[src/design/rpgbs_pkg.sv]
// Shared types and constants for the record parse group-by-sum block.
`timescale 1ns / 1ps
`default_nettype none

package rpgbs_pkg;

   // operation codes of an input item
   localparam logic OP_BYTE   = 1'b0;
   localparam logic OP_REPORT = 1'b1;

   // stream characters
   localparam logic [7:0] CH_LBRACE = 8'h7B;
   localparam logic [7:0] CH_RBRACE = 8'h7D;
   localparam logic [7:0] CH_QUOTE  = 8'h22;
   localparam logic [7:0] CH_COLON  = 8'h3A;
   localparam logic [7:0] CH_ZERO   = 8'h30;
   localparam logic [7:0] CH_NINE   = 8'h39;

   // bytes skipped blindly after the opening brace
   localparam logic [3:0] HEAD_SKIP = 4'd9;

   // result field widths
   localparam int KEY_W     = 10;
   localparam int KEY_SUM_W = 32;
   localparam int SHARE_W   = 17;
   localparam int SHARE_FRAC = 16;
   localparam logic [SHARE_W-1:0] SHARE_WHOLE = 17'h10000;

   // command queue depth between parser and table engine
   localparam int CMD_DEPTH = 4;

   typedef struct packed {
      logic       operation;
      logic [7:0] data_byte;
   } req_type;

   typedef struct packed {
      logic                 found;
      logic [KEY_W-1:0]     key;
      logic [KEY_SUM_W-1:0] key_sum;
      logic [SHARE_W-1:0]   share;
   } rsp_type;

endpackage

`default_nettype wire

[src/design/rpgbs_parse.sv]
// Front end: record framing parser that turns input items into table commands.
`timescale 1ns / 1ps
`default_nettype none

module rpgbs_parse #(
   parameter int KEY_SLOTS = 1024,
   parameter int SUM_BITS  = 32
) (
   input  wire logic                clock,
   input  wire logic                reset,
   input  wire logic                req_valid,
   output logic                     req_ready,
   input  wire rpgbs_pkg::req_type  req_data,
   input  wire logic                hold,
   input  wire logic                cmd_full,
   output logic                     cmd_push,
   output logic [SUM_BITS+$clog2(KEY_SLOTS):0] cmd_data
);

   localparam int KEY_BITS = $clog2(KEY_SLOTS);
   localparam int ACC_BITS = $clog2(KEY_SLOTS + 1);
   localparam int KW       = ACC_BITS + 4;
   localparam int VW       = SUM_BITS + 4;

   localparam logic [2:0] MODE_WAIT  = 3'd0;
   localparam logic [2:0] MODE_HEAD  = 3'd1;
   localparam logic [2:0] MODE_KEY   = 3'd2;
   localparam logic [2:0] MODE_COLON = 3'd3;
   localparam logic [2:0] MODE_SPACE = 3'd4;
   localparam logic [2:0] MODE_VALUE = 3'd5;

   logic [2:0]          mode_ff, mode_in;
   logic [3:0]          skip_ff, skip_in;
   logic [ACC_BITS-1:0] key_ff, key_in;
   logic [SUM_BITS-1:0] value_ff, value_in;

   logic          accept;
   logic [7:0]    b;
   logic [3:0]    digit;
   logic [3:0]    skip_dec;
   logic [KW-1:0] key_wide;
   logic [VW-1:0] value_wide;
   logic          commit;

   assign req_ready = !hold && !cmd_full;
   assign accept    = req_valid && req_ready;
   assign b         = req_data.data_byte;

   // non-digit bytes count as zero
   assign digit = (b >= rpgbs_pkg::CH_ZERO && b <= rpgbs_pkg::CH_NINE) ?
                  4'(b - rpgbs_pkg::CH_ZERO) : 4'd0;
   assign skip_dec   = (skip_ff != 4'd0) ? skip_ff - 4'd1 : 4'd0;
   assign key_wide   = (KW'(key_ff) << 3) + (KW'(key_ff) << 1) + KW'(digit);
   assign value_wide = (VW'(value_ff) << 3) + (VW'(value_ff) << 1) + VW'(digit);

   assign commit = (mode_ff == MODE_VALUE) && (b == rpgbs_pkg::CH_RBRACE) &&
                   (key_ff < ACC_BITS'(KEY_SLOTS));

   assign cmd_push = accept &&
                     ((req_data.operation == rpgbs_pkg::OP_REPORT) || commit);
   assign cmd_data = {(req_data.operation == rpgbs_pkg::OP_REPORT),
                      key_ff[KEY_BITS-1:0], value_ff};

   always_comb begin
      mode_in  = mode_ff;
      skip_in  = skip_ff;
      key_in   = key_ff;
      value_in = value_ff;
      if (accept && req_data.operation == rpgbs_pkg::OP_BYTE) begin
         unique case (mode_ff)
            MODE_WAIT: begin
               if (b == rpgbs_pkg::CH_LBRACE) begin
                  mode_in = MODE_HEAD;
                  skip_in = rpgbs_pkg::HEAD_SKIP;
               end
            end
            MODE_HEAD: begin
               skip_in = skip_dec;
               if (skip_dec == 4'd0) begin
                  mode_in = MODE_KEY;
                  key_in  = '0;
               end
            end
            MODE_KEY: begin
               if (b == rpgbs_pkg::CH_QUOTE) begin
                  mode_in = MODE_COLON;
               end else if (key_wide >= KW'(KEY_SLOTS)) begin
                  key_in = ACC_BITS'(KEY_SLOTS);
               end else begin
                  key_in = key_wide[ACC_BITS-1:0];
               end
            end
            MODE_COLON: begin
               if (b == rpgbs_pkg::CH_COLON) mode_in = MODE_SPACE;
            end
            MODE_SPACE: begin
               mode_in  = MODE_VALUE;
               value_in = '0;
            end
            MODE_VALUE: begin
               if (b == rpgbs_pkg::CH_RBRACE) begin
                  mode_in = MODE_WAIT;
               end else if (value_wide[VW-1:SUM_BITS] != 4'd0) begin
                  value_in = '1;
               end else begin
                  value_in = value_wide[SUM_BITS-1:0];
               end
            end
            default: begin
               mode_in = MODE_WAIT;
            end
         endcase
      end
   end

   always_ff @(posedge clock) begin
      if (reset) begin
         mode_ff  <= MODE_WAIT;
         skip_ff  <= '0;
         key_ff   <= '0;
         value_ff <= '0;
      end else begin
         mode_ff  <= mode_in;
         skip_ff  <= skip_in;
         key_ff   <= key_in;
         value_ff <= value_in;
      end
   end

endmodule

`default_nettype wire

[config.mk]
export PLATFORM = sky130hd
export DESIGN_NAME = rpgbs_parse
export DESIGN_NICKNAME = d
export VERILOG_FILES = /design/src/design/rpgbs_pkg.sv /design/src/design/rpgbs_parse.sv
export SDC_FILE = /design/constraint.sdc
export NUM_CORES = 1
export LEC_CHECK = 0
export ABC_CLOCK_PERIOD_IN_PS = 9200
export BUFFER_PORTS_ARGS = -buffer_cell sky130_fd_sc_hd__buf_2
export CELL_PAD_IN_SITES_DETAIL_PLACEMENT = 2
export CELL_PAD_IN_SITES_GLOBAL_PLACEMENT = 2
export CORE_ASPECT_RATIO = 1.2
export CORE_UTILIZATION = 35
export CTS_BUF_LIST = sky130_fd_sc_hd__clkbuf_16
export DETAILED_ROUTE_END_ITERATION = 6
export PLACE_DENSITY_LB_ADDON = 0.1
export RECOVER_POWER = 25
export SYNTH_ARGS = -nofsm -noshare
export SYNTH_HDL_FRONTEND = slang
export SYNTH_SLANG_ARGS = --single-unit
[constraint.sdc]
create_clock -name clock -period 9.2 [get_ports clock]
set_clock_uncertainty 0.2 [all_clocks]
set_input_delay 1.38 -clock clock [delete_from_list [all_inputs] [get_ports clock]]
set_output_delay 1.38 -clock clock [all_outputs]
set_load 0.03 [all_outputs]
# After elaboration in Yosys (flattened, before gate mapping)
# Index checks and enable logic that the tools add are counted.
[classes]
addsub = 6
n_lt_le_gt_ge = 4
n_eq_ne = 16
muxes = 17
n_bitwise = 1
reduce_logical = 21
[op_table]
columns = ["op", "count"]
rows = [
  ["32-bit 2-to-1 mux", 2],
  ["32-bit one-hot mux with 2 select lines", 1],
  ["35-bit by 33-bit adder with 36-bit output", 1],
  ["36-bit by 4-bit adder with 36-bit output", 1],
  ["11-bit 2-to-1 mux", 3],
  ["11-bit one-hot mux with 2 select lines", 1],
  ["3-bit one-hot mux with 6 select lines", 1],
  ["8-bit by 6-bit equality test with 1-bit output, second input constant", 2],
  ["8-bit by 7-bit equality test with 1-bit output, second input constant", 2],
  ["14-bit by 12-bit adder with 15-bit output", 1],
  ["15-bit by 4-bit adder with 15-bit output", 1],
  ["15-bit by 11-bit greater-or-equal comparator with 1-bit output, second input constant", 1],
  ["3-bit 2-to-1 mux", 5],
  ["4-bit 2-to-1 mux", 3],
  ["2-bit != test, second input constant", 6],
  ["11-bit less-than comparator, second input constant", 1],
  ["8-bit by 6-bit greater-or-equal comparator with 1-bit output, second input constant", 1],
  ["8-bit by 6-bit less-or-equal comparator with 1-bit output, second input constant", 1],
  ["4-bit one-hot mux with 2 select lines", 1],
  ["4-bit nonzero test", 2],
  ["4-bit by 1-bit subtractor with 4-bit output, second input constant", 2],
  ["1-bit logical AND", 7],
  ["3-bit by 2-bit equality test with 1-bit output, second input constant", 2],
  ["3-bit equality test, second input constant", 2],
  ["other kinds (11)", 15],
]
[word_totals]
ff_bits = 50
in_bits = 14
output_inout_bits = 45
word_cells = 69

# Logic depth before layout (Yosys ltp)
[depth]
ltp_word = 8
mapped_depth = 17

# Worst setup path after synthesis
# OpenSTA, ideal clock, no wires.
[synth_timing]
path_type = "input to register"
from = "input req_data[7] (netlist bit)"
to = "register key_ff[0]"
setup_ns = 0.074
arrival_ns = 4.560
setup_slack_ns = 4.365
cell_stages = 15
path_buffers = 0
path_cell_list = "nand2b_1 -> nor2_1 -> and3_1 -> nand2_1 -> fa_1 -> inv_1 -> fa_1 -> a21o_1 -> a21oi_1 -> o21bai_1 -> a2111o_1 -> a221o_1 -> a21oi_2 -> nand2_1 -> o21ai_0"
[synth_between]
elab_chain_len = 8
[synth_lines]
columns = ["element", "line_no", "text"]
rows = [
  ["start, declared", "rpgbs_parse.sv:13", "input wire rpgbs_pkg::req_type req_data,"],
  ["8-bit by 6-bit greater-or-equal comparator with 1-bit output / 8-bit by 6-bit less-or-equal comparator with 1-bit output (equally long branches)", "rpgbs_parse.sv:50", "assign digit = (b >= rpgbs_pkg::CH_ZERO && b <= rpgbs_pkg::CH_NINE) ?"],
  ["1-bit logical AND", "rpgbs_parse.sv:50", ""],
  ["4-bit 2-to-1 mux", "rpgbs_parse.sv:50", ""],
  ["15-bit by 4-bit adder with 15-bit output", "rpgbs_parse.sv:53", "assign key_wide = (KW'(key_ff) << 3) + (KW'(key_ff) << 1) + KW'(digit);"],
  ["15-bit by 11-bit greater-or-equal comparator with 1-bit output", "rpgbs_parse.sv:87", "end else if (key_wide >= KW'(KEY_SLOTS)) begin"],
  ["11-bit 2-to-1 mux", "rpgbs_parse.sv:87", ""],
  ["11-bit 2-to-1 mux", "rpgbs_parse.sv:85", "if (b == rpgbs_pkg::CH_QUOTE) begin"],
  ["11-bit one-hot mux with 2 select lines", "rpgbs_parse.sv:70", "unique case (mode_ff)"],
  ["end signal, assigned", "rpgbs_parse.sv:125", "key_ff <= key_in;"],
  ["end, declared", "rpgbs_parse.sv:34", "logic [ACC_BITS-1:0] key_ff, key_in;"],
]
# Several ways; a longest one is shown, not always the timed one. The select of a mux whose other input is x is not followed.
# A chain may end at the register's enable or synchronous reset.

# Worst setup path after layout
[layout_timing]
from = "input req_data[7] (netlist bit)"
to = "register value_ff[31]"
[layout_between]
elab_chain_len = 8
[layout_lines]
columns = ["element", "line_no", "text"]
rows = [
  ["8-bit by 6-bit greater-or-equal comparator with 1-bit output / 8-bit by 6-bit less-or-equal comparator with 1-bit output (equally long branches)", "rpgbs_parse.sv:50", ""],
  ["1-bit logical AND", "rpgbs_parse.sv:50", ""],
  ["4-bit 2-to-1 mux", "rpgbs_parse.sv:50", ""],
  ["36-bit by 4-bit adder with 36-bit output", "rpgbs_parse.sv:54", "assign value_wide = (VW'(value_ff) << 3) + (VW'(value_ff) << 1) + VW'(digit);"],
  ["4-bit nonzero test", "rpgbs_parse.sv:103", "end else if (value_wide[VW-1:SUM_BITS] != 4'd0) begin"],
  ["32-bit 2-to-1 mux", "rpgbs_parse.sv:103", ""],
  ["32-bit 2-to-1 mux", "rpgbs_parse.sv:101", "if (b == rpgbs_pkg::CH_RBRACE) begin"],
  ["32-bit one-hot mux with 2 select lines", "rpgbs_parse.sv:70", ""],
  ["end signal, assigned", "rpgbs_parse.sv:126", "value_ff <= value_in;"],
  ["end, declared", "rpgbs_parse.sv:35", "logic [SUM_BITS-1:0] value_ff, value_in;"],
]
# Several ways; a longest one is shown, not always the timed one. The select of a mux whose other input is x is not followed.

==> impl_metrics.json <==
{
  "outcome": "finished clean",
  "first_iter_violations": 112,
  "rsz0062_at_grt": "false",
  "synth_area_leader_cell": "ha_1",
  "powerDensity_mw_per_mm2": 87.86,
  "grt-ovfl-total": 0,
  "wl_mm": 16.59,
  "min_from": "key_ff[8]",
  "wl_per_cell_um": 20.01,
  "synth_top_area_share_pct": 21.50,
  "clk_path_buf_depth": 2,
  "holdBufCountCts": 0,
  "row_count": 47,
  "cts_max_level": 2,
  "critical_path_required_ps": 9170,
  "postCtsSetupBuffers": 0,
  "hold_path_depth": 2,
  "antenna_found_initial": 0,
  "firstDrtPassIters": 4,
  "setup_viol_count_final": 0,
  "root_buffer": "clkbuf_16",
  "ant_nets": 0,
  "antenna_cells": 0,
  "synthCells": 626,
  "syn-num-nets": 729,
  "dp.cells": 821,
  "timing.rr.end": "value_ff[31]",
  "yosys-top-cells-area": "ha_1 22%, dfxtp_1 20%, nand2_1 7.2%",
  "grt_pass1_wl_mm": 27.52,
  "critPathMaxFanout": 19,
  "cts_tree": "yes",
  "endpoint_kind": "register",
  "relSlewSlack_pct": 37.87,
  "fp.dieH_um": 132.2,
  "fmax_ghz": 0.1776,
  "ys_seq_area_share_pct": 20.24,
  "rrSetupSlack_ps": 4940,
  "vias": 4825,
  "drive_gt1_share_pct": 8.663,
  "r2r_start": "value_ff[2]",
  "power_uw": 477.9,
  "finalSetupTns_ps": 0,
  "worstHoldPathType": "reg2reg",
  "cts-buffers-inserted": 5,
  "hold_viol": 0,
  "area.growth.synth_to_final_pct": 9.967,
  "synth-main-ff-cell": "dfxtp_1",
  "syn_area_per_cell_um2": 7.901,
  "post-route-drc-count": 0,
  "grt_max_degree": 33,
  "timing.final.ws_setup_ps": 3569,
  "numPortBuffers": 58,
  "tightest_slew_ps": 923.4,
  "cts_sinks": 50,
  "clk_transition_reported_paths_ps": 70,
  "power.leakage_uw": 0.002736,
  "core_area_mm2": 0.01382,
  "cts_resized": 0,
  "ys_types": 62,
  "min_period_over_period_pct": 61.20,
  "synth_area_mm2": 0.004946,
  "async_flop_share_pct": 0,
  "io-pin-count": 59,
  "final_cells": 829,
  "grt_pass1_vias": 5371,
  "final_common_cell": "nand2_1",
  "design.die.area_mm2": 0.01461,
  "place_ws_ps": 3329,
  "ys_ff_latch": 50,
  "nets": 760,
  "avgViaCountPerCell": 5.820,
  "vdd_drop_max_v": 0.00005854,
  "place_hpwl_mm": 13.50,
  "start_util_pct": 35.79,
  "drv_cap": 0,
  "dieWidth_um": 110.5,
  "worstPathArrival_ps": 5600,
  "path_class": "in2reg",
  "finalMaxSlewViolations": 0,
  "gp_congestion": 0.8614,
  "final_util_pct": 39.36,
  "min_period_ps": 5631,
  "whs_endpoint": "key_ff[8]",
  "critPathLaunchType": "input port",
  "clkLatencyLatePin_ps": 310,
  "grt_usage_pct": 23.33,
  "reg2regPathDepth": 11,
  "final_cell_mix": "95 x nand2_1, 85 x ha_1, 50 x a21oi_1, 50 x dfxtp_1, 42 x nor2_1",
  "ys.warnings.count": 0,
  "synth_edf_count": 0
}
cell type report:
| class | count | area [µm²] |
|---|---|---|
| Fill cell | 1603 | 8381 |
| Multi-Input combinational cell | 521 | 3684 |
| Sequential cell | 50 | 1001 |
| Timing Repair Buffer | 61 | 284.0 |
| Tap cell | 171 | 214.0 |
| Clock buffer | 5 | 125.1 |
| Inverter | 18 | 67.56 |
| Clock inverter | 3 | 63.81 |
critical path: stages:
cell,delay [ps]
buf_2,100
nand2b_1,170
nor2_1,90
and3_1,230
nand2_1,110
inv_1,80
fa_1,440
ha_1,330
a211oi_1,310
o211ai_1,210
a21oi_1,340
o21ai_0,250
a211oi_1,290
o21ai_1,160
o31ai_4,610
buf_4,370
o211ai_1,140
routing by layer:
layer / track usage, % / part of all wire, %
met1: 25.95 / 41
met4: 6.667 / 1.9
met2: 45.62 / 55
met5: 0 / 0
met3: 2.943 / 2.2
power breakdown:
group          leakage (µW)  switching (µW)  internal, µW
logic               0.00224            9.93          4.36
clock network     0.0000915            92.1           155
registers          0.000402         0.00871           216
through the flow:
| step | hold slack [ps] | instance area, µm² |
|---|---|---|
| after floorplan | 268.7 | 4946 |
| final | 309.6 | 5439 |
| after global placement | 295.1 | 5279 |
| after global routing | 360.8 | 5439 |
| after CTS | 320.0 | 5468 |
| after detailed placement | 308.2 | 5279 |
cell usage after synthesis (3+ instances only):
cell type   n
a211o_1     3
a211oi_1    7
a21o_1     14
a21oi_1    50
a22oi_1    23
a311oi_1    3
a31oi_1     5
a32o_1      3
a41oi_1     3
and2_1      3
buf_2       4
buf_4      13
clkbuf_1   17
dfxtp_1    50
fa_1        4
ha_1       85
inv_1      18
nand2_1    95
nand2b_1   10
nand3_1    11
nand4_1     6
nor2_1     42
nor3_1     10
nor4_1      7
o2111ai_1   3
o211ai_1   14
o21a_1      6
o21ai_0    39
o21ai_1     4
o21bai_1    4
or2_2       4
xnor2_1    19
xor2_1     12
state kept, by name, indices dropped and copies added (netlist names):
signal    count
value_ff     32
key_ff       11
skip_ff       4
mode_ff       3
logic make-up (layout without fill, tap and decap cells):
family / Yosys count / in the layout / share of synthesized area [%]
AOI/OAI and AO/OA: 200 / 200 / 27.09
and+or+nand+nor: 199 / 199 / 18.09
adders and majority gates: 90 / 90 / 23.32
buffers and inverters: 55 / 87 / 5.565
DFF: 50 / 50 / 20.24
xor gates and xnor gates: 31 / 31 / 5.489
muxes: 1 / 1 / 0.2024
how the worst max path moves through the flow:
stage | start | endpoint | slack (ps) | cells past startpoint
after floorplan | req_data[7] | key_ff[0] | 4370 | 15
after global placement | req_data[7] | value_ff[31] | 3550 | 17
after detailed placement | req_data[7] | value_ff[31] | 3330 | 17
after CTS | req_data[7] | value_ff[31] | 3570 | 17
after global routing | req_data[7] | value_ff[31] | 3190 | 17
final | req_data[7] | value_ff[31] | 3570 | 17
Note: power is estimated with default switching activity, not from simulation.
