## config.mk

```make
export PLATFORM = sky130hd
export DESIGN_NAME = rpgbs_fifo
export DESIGN_NICKNAME = d
export VERILOG_FILES = /design/src/design/rpgbs_fifo.sv
export SDC_FILE = /design/constraint.sdc
export NUM_CORES = 1
export LEC_CHECK = 0
export BUFFER_PORTS_ARGS = -buffer_cell sky130_fd_sc_hd__buf_2
export CAP_MARGIN = 20
export CORE_ASPECT_RATIO = 0.5
export CORE_MARGIN = 5
export CORE_UTILIZATION = 59
export DETAILED_ROUTE_END_ITERATION = 12
export GPL_TIMING_DRIVEN = 0
export PLACE_DENSITY_LB_ADDON = 0.2
export RECOVER_POWER = 50
export SLEW_MARGIN = 30
export SYNTH_ARGS = -nofsm -noshare
export SYNTH_HDL_FRONTEND = slang
export SYNTH_SLANG_ARGS = --single-unit
```

## constraint.sdc

```tcl
create_clock -name clock -period 6 [get_ports clock]
set_clock_uncertainty 0.1 [all_clocks]
set_input_delay 1.2 -clock clock [delete_from_list [all_inputs] [get_ports clock]]
set_output_delay 1.2 -clock clock [all_outputs]
set_load 0.01 [all_outputs]
```

## src/design/rpgbs_fifo.sv

```systemverilog
// Small command queue between the parser and the table engine.
`timescale 1ns / 1ps
`default_nettype none

module rpgbs_fifo #(
   parameter int WIDTH = 8,
   parameter int DEPTH = 4
) (
   input  wire logic             clock,
   input  wire logic             reset,
   input  wire logic             push,
   input  wire logic [WIDTH-1:0] push_data,
   output logic                  full,
   input  wire logic             pop,
   output logic [WIDTH-1:0]      pop_data,
   output logic                  empty
);

   localparam int PTR_W = $clog2(DEPTH);
   localparam int CNT_W = $clog2(DEPTH + 1);

   logic [WIDTH-1:0] store [DEPTH];
   logic [PTR_W-1:0] wr_ptr_ff, rd_ptr_ff;
   logic [CNT_W-1:0] count_ff;
   logic             do_push, do_pop;

   assign full     = (count_ff == CNT_W'(DEPTH));
   assign empty    = (count_ff == '0);
   assign do_push  = push && !full;
   assign do_pop   = pop && !empty;
   assign pop_data = store[rd_ptr_ff];

   always_ff @(posedge clock) begin
      if (do_push) store[wr_ptr_ff] <= push_data;
   end

   always_ff @(posedge clock) begin
      if (reset) begin
         wr_ptr_ff <= '0;
         rd_ptr_ff <= '0;
         count_ff  <= '0;
      end else begin
         if (do_push) wr_ptr_ff <= wr_ptr_ff + PTR_W'(1);
         if (do_pop) rd_ptr_ff <= rd_ptr_ff + PTR_W'(1);
         if (do_push && !do_pop) count_ff <= count_ff + CNT_W'(1);
         else if (do_pop && !do_push) count_ff <= count_ff - CNT_W'(1);
      end
   end

endmodule

`default_nettype wire

```

==> Yosys cells after proc, flatten, opt, wreduce, memory -nomap -nowiden <==
Memories as Yosys holds them, arrays and structs flattened. A register that Yosys moved wholly into a read port is not among the register bits.
Index checks and enable logic that the tools add are counted.
{ "word_totals": {"output_inout_bits": 10, "register_bits": 7, "elab_cells": 25, "n_memories": 1, "ram_bits": 32, "input_bits": 12} }
{ "memory_table": {"columns": ["name", "depth", "width", "read_ports", "rd_clocked_by_memory_dff", "write_ports", "line", "rtl"], "rows": [
  ["store", 4, 8, 1, 1, 1, "22", "logic [WIDTH-1:0] store [DEPTH];"]
]} }
{ "op_classes": {"add_sub_neg": 4, "mux": 6, "reduce_logical": 10, "eq_ne": 1} }
{ "ops": {"columns": ["operator", "count"], "rows": [
  ["$mux W3", 2],
  ["$add A2 B1 Y2 const B", 2],
  ["$logic_and A1 B1 Y1", 4],
  ["$logic_not A1 Y1", 4],
  ["$mux W2", 2],
  ["$add A3 B1 Y3 const B", 1],
  ["$eq A3 B3 Y1 const B", 1],
  ["$logic_not A3 Y1", 1],
  ["$sub A3 B1 Y3 const B", 1],
  ["$mux W1", 2],
  ["$reduce_bool A2 Y1", 1]
]} }

==> Depth between registers and ports, before layout <==
Gate-level depths: netlist of the first run.
{ "logic_depth": {"depth_word": 7, "mapped_depth": 8, "mapped_depth_nobuf": 8} }

==> Least setup slack after synthesis of the first run <==
OpenSTA, ideal clock, no wires.
{ "synth_timing": {"path_type": "in2reg", "startpoint": "in push", "endpoint": "reg count_ff[2]", "path_buffers": 0, "t_arrival_ps": 2596, "setup_ps": 70, "stages": 8, "path_slack_ps": 3234, "path_cell_list": "inv_1 > nor2_2 > ha_1 > inv_1 > fa_1 > xor2_1 > or3_1 > a21oi_1"} }
{ "synth_via": {"elab_chain_cells": 4} }
{ "synth_lines": {"columns": ["element", "line", "rtl"], "rows": [
  ["start: declaration", "11", "input wire logic push,"],
  ["$logic_and A1 B1 Y1 (*)", "29", "assign do_push = push && !full;"],
  ["named net do_push", "25", "logic do_push, do_pop;"],
  ["$logic_not A1 Y1", "46", "else if (do_pop && !do_push) count_ff <= count_ff - CNT_W'(1);"],
  ["$logic_and A1 B1 Y1", "46", null],
  ["$reduce_bool A2 Y1 (no line)", null, null],
  ["end signal: assignment", "45", "if (do_push && !do_pop) count_ff <= count_ff + CNT_W'(1);"],
  ["end signal: assignment", "46", null],
  ["end: declaration", "24", "logic [CNT_W-1:0] count_ff;"]
]} }
The timed path passes the listed nets; every way through them passes the cells marked *.
A chain may end at the register's enable or synchronous reset.

==> Final worst setup path of the first run <==
Ends and elaborated chain as after synthesis.

==> tab_implementation.tex, run 1 <==
\begin{tabular}{lr}
\hline
Metric & Value \\
\hline
\multicolumn{2}{l}{\textbf{Yosys}} \\
\quad Dominant cell type by area after synthesis & sky130\_fd\_sc\_hd\_\_edfxtp\_1 \\
\quad Area share of the largest cell type after synthesis & 59.3\% \\
\quad Library cells used by synthesis & 21 \\
\quad Part of the Yosys area used for sequential elements & 70.4\% \\
\quad Syn Area/Cell & 18.0 um\^{}2 \\
\quad Synth top area cells & sky130\_fd\_sc\_hd\_\_edfxtp\_1, sky130\_fd\_sc\_hd\_\_dfxtp\_1, sky130\_fd\_sc\_hd\_\_mux4\_2 \\
\quad Yosys synthesis warning count & 0 \\
\quad Synthesized net count & 108 \\
\quad Total standard cell area after synthesis & 1620 um\^{}2 \\
\quad Flip-flop and latch count after synthesis & 41 \\
\quad Count of mapped cells out of synthesis & 90 \\
\multicolumn{2}{l}{\textbf{STA}} \\
\quad Hold\_ws & between 0.4 and 0.5 ns \\
\quad Relative slew slack & about three fifths \\
\quad Count of final setup violators & 0 \\
\quad Actual slew at the worst max-slew pin & 0.581 ns \\
\quad Period utilisation layout & a little under half \\
\quad Setup TNS Final & 0 ns \\
\quad Post-layout min period & 2.88 ns \\
\quad Final number of max-transition violations & 0 \\
\quad Final number of hold-violating endpoints & 0 \\
\quad Achievable clock frequency & 0.348 GHz \\
\quad Unrepaired setup endpoints after global routing & false \\
\multicolumn{2}{l}{\textbf{Drt}} \\
\quad Total iterations of the first detailed-routing run & 3 \\
\quad Final Routed Wirelength & 2700 um \\
\quad Starting DRT DRC Count & 49 \\
\quad DR vias/cell & about 5.4 \\
\quad Detailed-route via count & around 840 \\
\quad Number of nets with antenna violations after routing & 0 \\
\quad WL/cell & 17.4 um \\
\quad Post-route DRC & 0 \\
\multicolumn{2}{l}{\textbf{Die}} \\
\quad Die Outline Area & 3960 um\^{}2 \\
\quad Die outline height & around 47 um \\
\quad Number of top-level pins & 22 \\
\quad Starting Density & 62.3\% \\
\quad Die boundary width & about 84 um \\
\quad CORE AREA & 2600 um\^{}2 \\
\quad Num rows & 13 \\
\multicolumn{2}{l}{\textbf{Worst setup path}} \\
\quad Cell with the most instances on the worst path & sky130\_fd\_sc\_hd\_\_inv\_1 \\
\quad Launch point of the worst reg-to-reg path & count\_ff[0] \\
\quad Ordered list of cells on the worst path & buf\_2 > inv\_1 > nor2\_1 > ha\_1 > inv\_1 > fa\_1 > xor2\_1 > or3\_1 > a21oi\_1 \\
\quad WS Path Type & input port to flip-flop \\
\quad Timing startpoint of the critical path & push \\
\quad Delay contributed by the slowest stage of the critical path & 0.38 ns \\
\quad Critical Path End Type & flip-flop \\
\quad Critical Path Start Type & input port \\
\quad Crit path DAT & 2.98 ns \\
\quad Crit Path Max Fanout & 6 \\
\quad Worst path required time & 6.11 ns \\
\quad Cell type of the slowest stage on the worst timing path & sky130\_fd\_sc\_hd\_\_fa\_1 \\
\multicolumn{2}{l}{\textbf{Final layout}} \\
\quad Post-synthesis to final-layout area growth & 13.2\% \\
\quad Number of fill cells & 183 \\
\quad Multi-input logic area & about 440 um\^{}2 \\
\quad Total Nets Final & $\sim$140 \\
\quad Area taken by flip-flops and latches & about 1100 um\^{}2 \\
\quad Antenna fix cells & 0 \\
\quad Fraction of layout instances using a drive strength above 1 & 23.7\% \\
\multicolumn{2}{l}{\textbf{Clock tree}} \\
\quad Clock insertion delay at the later pin of the skew report & 0.28 ns \\
\quad Number of sinks handled by clock tree synthesis & 41 \\
\quad Cell at the root of the clock tree & sky130\_fd\_sc\_hd\_\_clkbuf\_8 \\
\quad Total clock buffers created by CTS & 5 \\
\quad CTS max path bufs & 2 \\
\quad Clock tree from TritonCTS & yes \\
\quad Quantity of gates resized following cts & 0 \\
\quad Setup repair bufs after CTS & 0 \\
\quad Maximum level of the CTS H-tree & 2 \\
\quad Hold buffer count at CTS & 0 \\
\quad Clock input transition at the sequential cells of the worst setup and hold paths & 0.07 ns \\
\multicolumn{2}{l}{\textbf{Place}} \\
\quad Global placement routability congestion & just under 0.8 \\
\quad Post-DP HPWL & 2040 um \\
\quad Quantity of I/O buffers inserted on ports & 20 \\
\multicolumn{2}{l}{\textbf{Global route}} \\
\quad Total global-route track usage & 15.5\% \\
\quad First-pass GRT wire length & 4400 um \\
\quad Largest net degree at the start of global routing & 14 \\
\quad Number of global-route vias before repair & 902 \\
\quad GR Overflow Total & 0 \\
\quad Antenna violations before repair & 0 \\
\multicolumn{2}{l}{\textbf{Power and ir drop}} \\
\quad Max rail drop VDD & 0.300 mV \\
\quad Leakage power total & 0.650 nW \\
\quad Power density cells & 404 nW/um\^{}2 \\
\multicolumn{2}{l}{\textbf{Run}} \\
\quad Number of max-capacitance violations reported & 0 \\
\multicolumn{2}{l}{\textbf{Status}} \\
\quad Status & completed \\
\multicolumn{2}{l}{\textbf{Min path}} \\
\quad Beginning of the worst hold path & wr\_ptr\_ff[1] \\
\quad Worst min-delay path category & flip-flop to flip-flop \\
\hline
\end{tabular}
## power breakdown
group	internal (W)	total, W	switching, W
Combinational	0.0000978	0.000200	0.000102
Clock	0.0000804	0.000172	0.0000920
Sequential	0.000346	0.000370	0.0000237
## placed cells by master, fill, tap and decap left out, types with 2 or more instances in the layout
cell	Yosys	layout
sky130_fd_sc_hd__edfxtp_1	32	32
sky130_fd_sc_hd__mux4_2	8	8
sky130_fd_sc_hd__a21oi_1	2	2
sky130_fd_sc_hd__nor2_1	5	6
sky130_fd_sc_hd__clkbuf_1	2	11
sky130_fd_sc_hd__mux2i_1	2	2
sky130_fd_sc_hd__and2_1	4	3
sky130_fd_sc_hd__dfxtp_1	9	9
sky130_fd_sc_hd__or3_1	2	2
sky130_fd_sc_hd__ha_1	5	5
sky130_fd_sc_hd__clkbuf_8	0	5
sky130_fd_sc_hd__xor2_1	4	4
sky130_fd_sc_hd__nand2b_1	2	2
sky130_fd_sc_hd__o21ai_0	2	2
sky130_fd_sc_hd__buf_2	1	12
sky130_fd_sc_hd__inv_1	4	4
## worst paths after layout
| path | endpoint | slack, ns | depth (start not counted) |
|---|---|---|---|
| worst max register to register | count_ff[2] | 3.58 | 8 |
| worst max-delay path | count_ff[2] | 3.12 | 9 |
| worst min-delay path | wr_ptr_ff[1] | 0.44 | 2 |
| worst min register to register | wr_ptr_ff[1] | 0.44 | 2 |
## stage by stage
stage	cell area [um^2]	cells	total power [W]	worst slack [ns]	util [%]
after global placement	1770	147	0.000564	3.08	67.9
final	1830	155	0.000742	3.12	70.5
after detailed placement	1770	147	0.000584	2.93	67.9
after CTS	1850	155	0.000754	3.10	71.2
after global routing	1830	155	0.000783	3.04	70.5
after floorplan	1620	90	0.000515	3.23	-
## Yosys cell counts
| cell | n |
|---|---|
| sky130_fd_sc_hd__nor3b_2 | 1 |
| sky130_fd_sc_hd__a21oi_1 | 2 |
| sky130_fd_sc_hd__o311ai_1 | 1 |
| sky130_fd_sc_hd__or3_1 | 2 |
| sky130_fd_sc_hd__and2_1 | 4 |
| sky130_fd_sc_hd__clkbuf_1 | 2 |
| sky130_fd_sc_hd__nor3_1 | 1 |
| sky130_fd_sc_hd__o21ai_0 | 2 |
| sky130_fd_sc_hd__nand2b_1 | 2 |
| sky130_fd_sc_hd__inv_1 | 4 |
| sky130_fd_sc_hd__nor2_1 | 5 |
| sky130_fd_sc_hd__mux4_2 | 8 |
| sky130_fd_sc_hd__xor2_1 | 4 |
| sky130_fd_sc_hd__fa_1 | 1 |
| sky130_fd_sc_hd__o31ai_2 | 1 |
| sky130_fd_sc_hd__edfxtp_1 | 32 |
| sky130_fd_sc_hd__nor2_2 | 1 |
| sky130_fd_sc_hd__buf_2 | 1 |
| sky130_fd_sc_hd__mux2i_1 | 2 |
| sky130_fd_sc_hd__dfxtp_1 | 9 |
| sky130_fd_sc_hd__ha_1 | 5 |
## routing by layer
layer  vias up  routed length [um]  global-route usage, %
met4         0                   0                   3.85
met2        17                1430                   29.8
met3         0                 123                   5.78
met5         -                   0                      0
li1        394                   -                      -
met1       427                1140                   17.1
## area by class of cell
| cell class | instances | share of cell area (%) |
|---|---|---|
| Sequential cell | 41 | 62.2 |
| Multi-Input combinational cell | 42 | 24.2 |
| Timing Repair Buffer | 20 | 4.84 |
| Clock buffer | 5 | 3.75 |
| Tap cell | 37 | 2.52 |
| Clock inverter | 3 | 0.955 |
| Inverter | 4 | 0.819 |
| Buffer | 3 | 0.682 |
## worst max-delay path, delay by kind of cell
family | cells | cell delay [ns]
adder cells (fa/ha/maj) | 2 | 0.65
XOR/XNOR | 1 | 0.16
AND/OR/NAND/NOR | 2 | 0.63
buffers and inverters | 3 | 0.18
AO/OA/AOI/OAI | 1 | 0.17
## state kept, by name, indices dropped and copies added, names as in the netlist, named ones only
| signal | count |
|---|---|
| wr_ptr_ff | 2 |
| count_ff | 3 |
| store | 32 |
| rd_ptr_ff | 2 |
## kinds of logic after synthesis
kind of cell	after synthesis	share of synthesized area, %
AOI/OAI and AO/OA	6	2.55
xor gates and xnor gates	4	2.16
adders and majority gates	6	5.10
buffers and inverters	7	1.70
DFF	41	70.4
muxes	10	12.4
and+or+nand+nor	16	5.71
(Power assumes the default switching activity.)
==> run 2, diff against run 1 <==
ABC_AREA = 1   (was unset)
CORE_UTILIZATION = 56   (was 59)
clock period = 3 ns   (was 6 ns; I/O delays follow)
==> run 2 against run 1 <==
Count of clock-buffer cells in the layout grew 3. Global-route usage shrank 0.90 points. Non-clock buffer count is the same. Power grew 110%. Register-to-register slack lost 2.6 ns. First-iteration DRC count grew 35%. Design area grew 4.4%. Routed wire length grew 3.6%. Clock power grew 100%. Via count grew 32%. Area after synthesis grew 4.0%. Worst setup slack lost 2.3 ns. Largest cell class unchanged.
==> tab_implementation.tex, run 2 <==
\begin{tabular}{lr}
\hline
Metric & Value \\
\hline
\multicolumn{2}{l}{\textbf{Global route}} \\
\quad GR Overflow Total & 0 \\
\quad Antenna violations before repair & 0 \\
\quad Largest net degree at the start of global routing & 13 \\
\quad Number of global-route vias before repair & 1058 \\
\quad First-pass GRT wire length & 4490 um \\
\quad Total global-route track usage & 14.6\% \\
\multicolumn{2}{l}{\textbf{Clock tree}} \\
\quad Clock insertion delay at the later pin of the skew report & 0.28 ns \\
\quad CTS max path bufs & 2 \\
\quad Clock tree from TritonCTS & yes \\
\quad Quantity of gates resized following cts & 0 \\
\quad Number of sinks handled by clock tree synthesis & 41 \\
\quad Hold buffer count at CTS & 0 \\
\quad Setup repair bufs after CTS & 0 \\
\quad Cell at the root of the clock tree & sky130\_fd\_sc\_hd\_\_clkbuf\_8 \\
\quad Total clock buffers created by CTS & 5 \\
\quad Clock input transition at the sequential cells of the worst setup and hold paths & 0.07 ns \\
\quad Maximum level of the CTS H-tree & 2 \\
\multicolumn{2}{l}{\textbf{Yosys}} \\
\quad Xor and xnor area share after synthesis & 0.520\% \\
\quad Share of async-settable or async-resettable flops after synthesis & 0\% \\
\quad Library cells used by synthesis & 18 \\
\quad Number of synthesized flops with an enable pin & 32 \\
\quad Synthesized net count & 164 \\
\quad Dominant cell type by area after synthesis & sky130\_fd\_sc\_hd\_\_edfxtp\_1 \\
\quad Portion of netlist area occupied by mux cells & 0\% \\
\quad Synth top area cells & sky130\_fd\_sc\_hd\_\_edfxtp\_1, sky130\_fd\_sc\_hd\_\_dfxtp\_1, sky130\_fd\_sc\_hd\_\_nor2\_1 \\
\quad Total standard cell area after synthesis & 1690 um\^{}2 \\
\quad Leading post-synthesis cells by instance count & sky130\_fd\_sc\_hd\_\_edfxtp\_1, sky130\_fd\_sc\_hd\_\_nor2\_1, sky130\_fd\_sc\_hd\_\_inv\_1, sky130\_fd\_sc\_hd\_\_nand2\_1, sky130\_fd\_sc\_hd\_\_o21ai\_0 \\
\quad Dominant combinational cell family by area after synthesis & simple AND/OR/NAND/NOR gates \\
\quad Flip-flop and latch count after synthesis & 41 \\
\quad Synth Area in Compound Gates & 9.58\% \\
\quad Most used standard cell by instance count after synthesis & sky130\_fd\_sc\_hd\_\_edfxtp\_1 \\
\quad Syn Area/Cell & between 10 and 15 um\^{}2 \\
\quad Part of the Yosys area used for sequential elements & approximately two thirds \\
\quad Area share of the largest cell type after synthesis & a little under three fifths \\
\quad Top flip-flop cell by instance count after synthesis & sky130\_fd\_sc\_hd\_\_edfxtp\_1 \\
\quad Count of mapped cells out of synthesis & about 150 \\
\quad Area share of fa/ha/maj cells after synthesis & under 10\% \\
\quad Fraction of the mapped netlist area in simple logic gates & 12.0\% \\
\quad Yosys synthesis warning count & 0 \\
\multicolumn{2}{l}{\textbf{Drt}} \\
\quad Total iterations of the first detailed-routing run & 4 \\
\quad Final Routed Wirelength & 2800 um \\
\quad Total met3 wirelength after detailed routing & slightly above 200 um \\
\quad Detailed-route via count & between 1000 and 1500 \\
\quad WL/cell & 13.0 um \\
\quad Starting DRT DRC Count & 66 \\
\quad Highest routing layer actually used & met4 \\
\quad Post-route DRC & 0 \\
\quad DR vias/cell & 5.13 \\
\quad Detailed-route wire length on metal 1 & 1220 um \\
\quad Met2 wire length & 1310 um \\
\quad Number of nets with antenna violations after routing & 0 \\
\multicolumn{2}{l}{\textbf{Final layout}} \\
\quad Final std cells w/o fill & roughly 220 \\
\quad Total Nets Final & 192 \\
\quad Finished layout cell area & 1920 um\^{}2 \\
\quad Fraction of layout instances using a drive strength above 1 & 14.3\% \\
\quad Post-synthesis to final-layout area growth & 13.7\% \\
\quad Commonest non-fill, non-tap cell in the layout & sky130\_fd\_sc\_hd\_\_edfxtp\_1 \\
\quad End-of-flow core utilization & 65.1\% \\
\quad Antenna fix cells & 0 \\
\quad Top reg by flops & store \\
\quad Flip-flop count of the largest register, all copies and words added & 32 \\
\quad Largest regs & store: 32 flops, count\_ff: 3 flops \\
\quad Highest-count cells in the layout ignoring fill and taps & sky130\_fd\_sc\_hd\_\_edfxtp\_1, sky130\_fd\_sc\_hd\_\_nor2\_1, sky130\_fd\_sc\_hd\_\_inv\_1 \\
\multicolumn{2}{l}{\textbf{Place}} \\
\quad Post-DP HPWL & 1820 um \\
\quad Quantity of I/O buffers inserted on ports & 21 \\
\quad Global placement routability congestion & 0.695 \\
\quad Cell count after placement & a little over 200 \\
\quad Instance area after placement & 1840 um\^{}2 \\
\multicolumn{2}{l}{\textbf{Die}} \\
\quad Die outline height & 48.8 um \\
\quad Die Outline Area & 4270 um\^{}2 \\
\quad Num rows & 14 \\
\quad Starting Density & 57.3\% \\
\quad Die boundary width & 87.6 um \\
\quad CORE AREA & 2940 um\^{}2 \\
\quad Number of top-level pins & 22 \\
\multicolumn{2}{l}{\textbf{Worst setup path}} \\
\quad WS Path Type & flip-flop to primary output \\
\quad Launch point of the worst reg-to-reg path & count\_ff[1] \\
\quad Critical Path Start Type & flip-flop \\
\quad R2R cell count & 9 \\
\quad Worst path required time & 2.30 ns \\
\quad Crit Path Max Fanout & 9 \\
\quad Crit path DAT & 1.44 ns \\
\quad R2R Path End & count\_ff[1] \\
\quad Critical Path End Type & primary output \\
\quad Worst-case register-to-register setup slack & 0.95 ns \\
\multicolumn{2}{l}{\textbf{Run}} \\
\quad Number of max-capacitance violations reported & 0 \\
\multicolumn{2}{l}{\textbf{Power and ir drop}} \\
\quad Max rail drop VDD & 0.429 mV \\
\quad Leakage power total & between 0.7 and 0.8 nW \\
\quad Power density cells & around 810 nW/um\^{}2 \\
\multicolumn{2}{l}{\textbf{Min path}} \\
\quad Worst min-delay path category & flip-flop to flip-flop \\
\quad Hold Crit Depth & 2 \\
\quad Beginning of the worst hold path & rd\_ptr\_ff[1] \\
\multicolumn{2}{l}{\textbf{STA}} \\
\quad Count of final setup violators & 0 \\
\quad Achievable clock frequency & 0.467 GHz \\
\quad Final number of hold-violating endpoints & 0 \\
\quad Actual slew at the worst max-slew pin & 0.760 ns \\
\quad Final number of max-transition violations & 0 \\
\quad Period utilisation layout & 71.3\% \\
\quad Unrepaired setup endpoints after global routing & false \\
\quad Post-layout min period & 2.14 ns \\
\quad Relative slew slack & 49.1\% \\
\quad Setup TNS Final & 0 ns \\
\multicolumn{2}{l}{\textbf{Status}} \\
\quad Status & completed \\
\hline
\end{tabular}
==> run 2: cell types whose count changed after synthesis, sizes merged, moves of 3 or more <==
cell / delta
and2: -4
inv: +14
nand2: +15
o22ai: +8
mux4: -8
xor2: -3
o21ai: +15
nor2: +24
nand3: +4
==> run 2: layer usage <==
layer  GRT usage (%)  up-vias
met5               0        -
met3            6.24        7
met1            16.5      516
li1                -      554
met4            9.44        0
met2            22.5       27
==> run 2: cell families (layout without fill, tap and decap cells) <==
logic type               count (synthesis)  count (layout)
XOR/XNOR                                 1               1
AO/OA/AOI/OAI                           28              28
flip-flops                              41              41
adder cells (fa/ha/maj)                  6               6
buffers and inverters                   20              49
AND/OR/NAND/NOR                         50              50
==> run 2: critical path, stage by stage (launching register included) <==
cell,delay (ns)
sky130_fd_sc_hd__dfxtp_1,0.53
sky130_fd_sc_hd__inv_1,0.25
sky130_fd_sc_hd__o21ai_0,0.15
sky130_fd_sc_hd__o22ai_1,0.09
sky130_fd_sc_hd__buf_2,0.14
==> run 2: layout make-up <==
class | count | area (um^2)
buffer | 2 | 22.5
clock buffer | 8 | 90.1
fill | 228 | 1030
inverter | 18 | 67.6
multi-input combinational | 85 | 449
sequential | 41 | 1140
tap | 40 | 50.0
timing repair buffer | 21 | 95.1
==> run 2: stage by stage <==
step | hold slack [ns] | setup slack (ns) | power, W
final | 0.404 | 0.860 | 0.00155
after global routing | 0.426 | 0.731 | 0.00167
after CTS | 0.403 | 0.843 | 0.00158
after detailed placement | 0.388 | 0.931 | 0.00122
after global placement | 0.387 | 0.951 | 0.00121
after floorplan | 0.359 | 1.17 | 0.00107
==> run 2: worst max-delay path by stage <==
stage | start | to | slack [ns] | cells past startpoint
6_report | flip-flop | pop_data[3] | 0.86 | 4
5_1_grt | count_ff[1] | count_ff[1] | 0.73 | 9
2_1_floorplan | push | count_ff[2] | 1.17 | 11
3_5_place_dp | push | count_ff[1] | 0.93 | 8
4_1_cts | flip-flop | pop_data[3] | 0.84 | 4
3_3_place_gp | push | count_ff[1] | 0.95 | 8
==> run 2: report_power, final <==
part           switching, W  leakage (nW)  total (W)  internal (W)
clock              0.000165        0.0455   0.000352      0.000187
combinational      0.000278         0.333   0.000452      0.000174
sequential        0.0000529         0.367   0.000751      0.000698
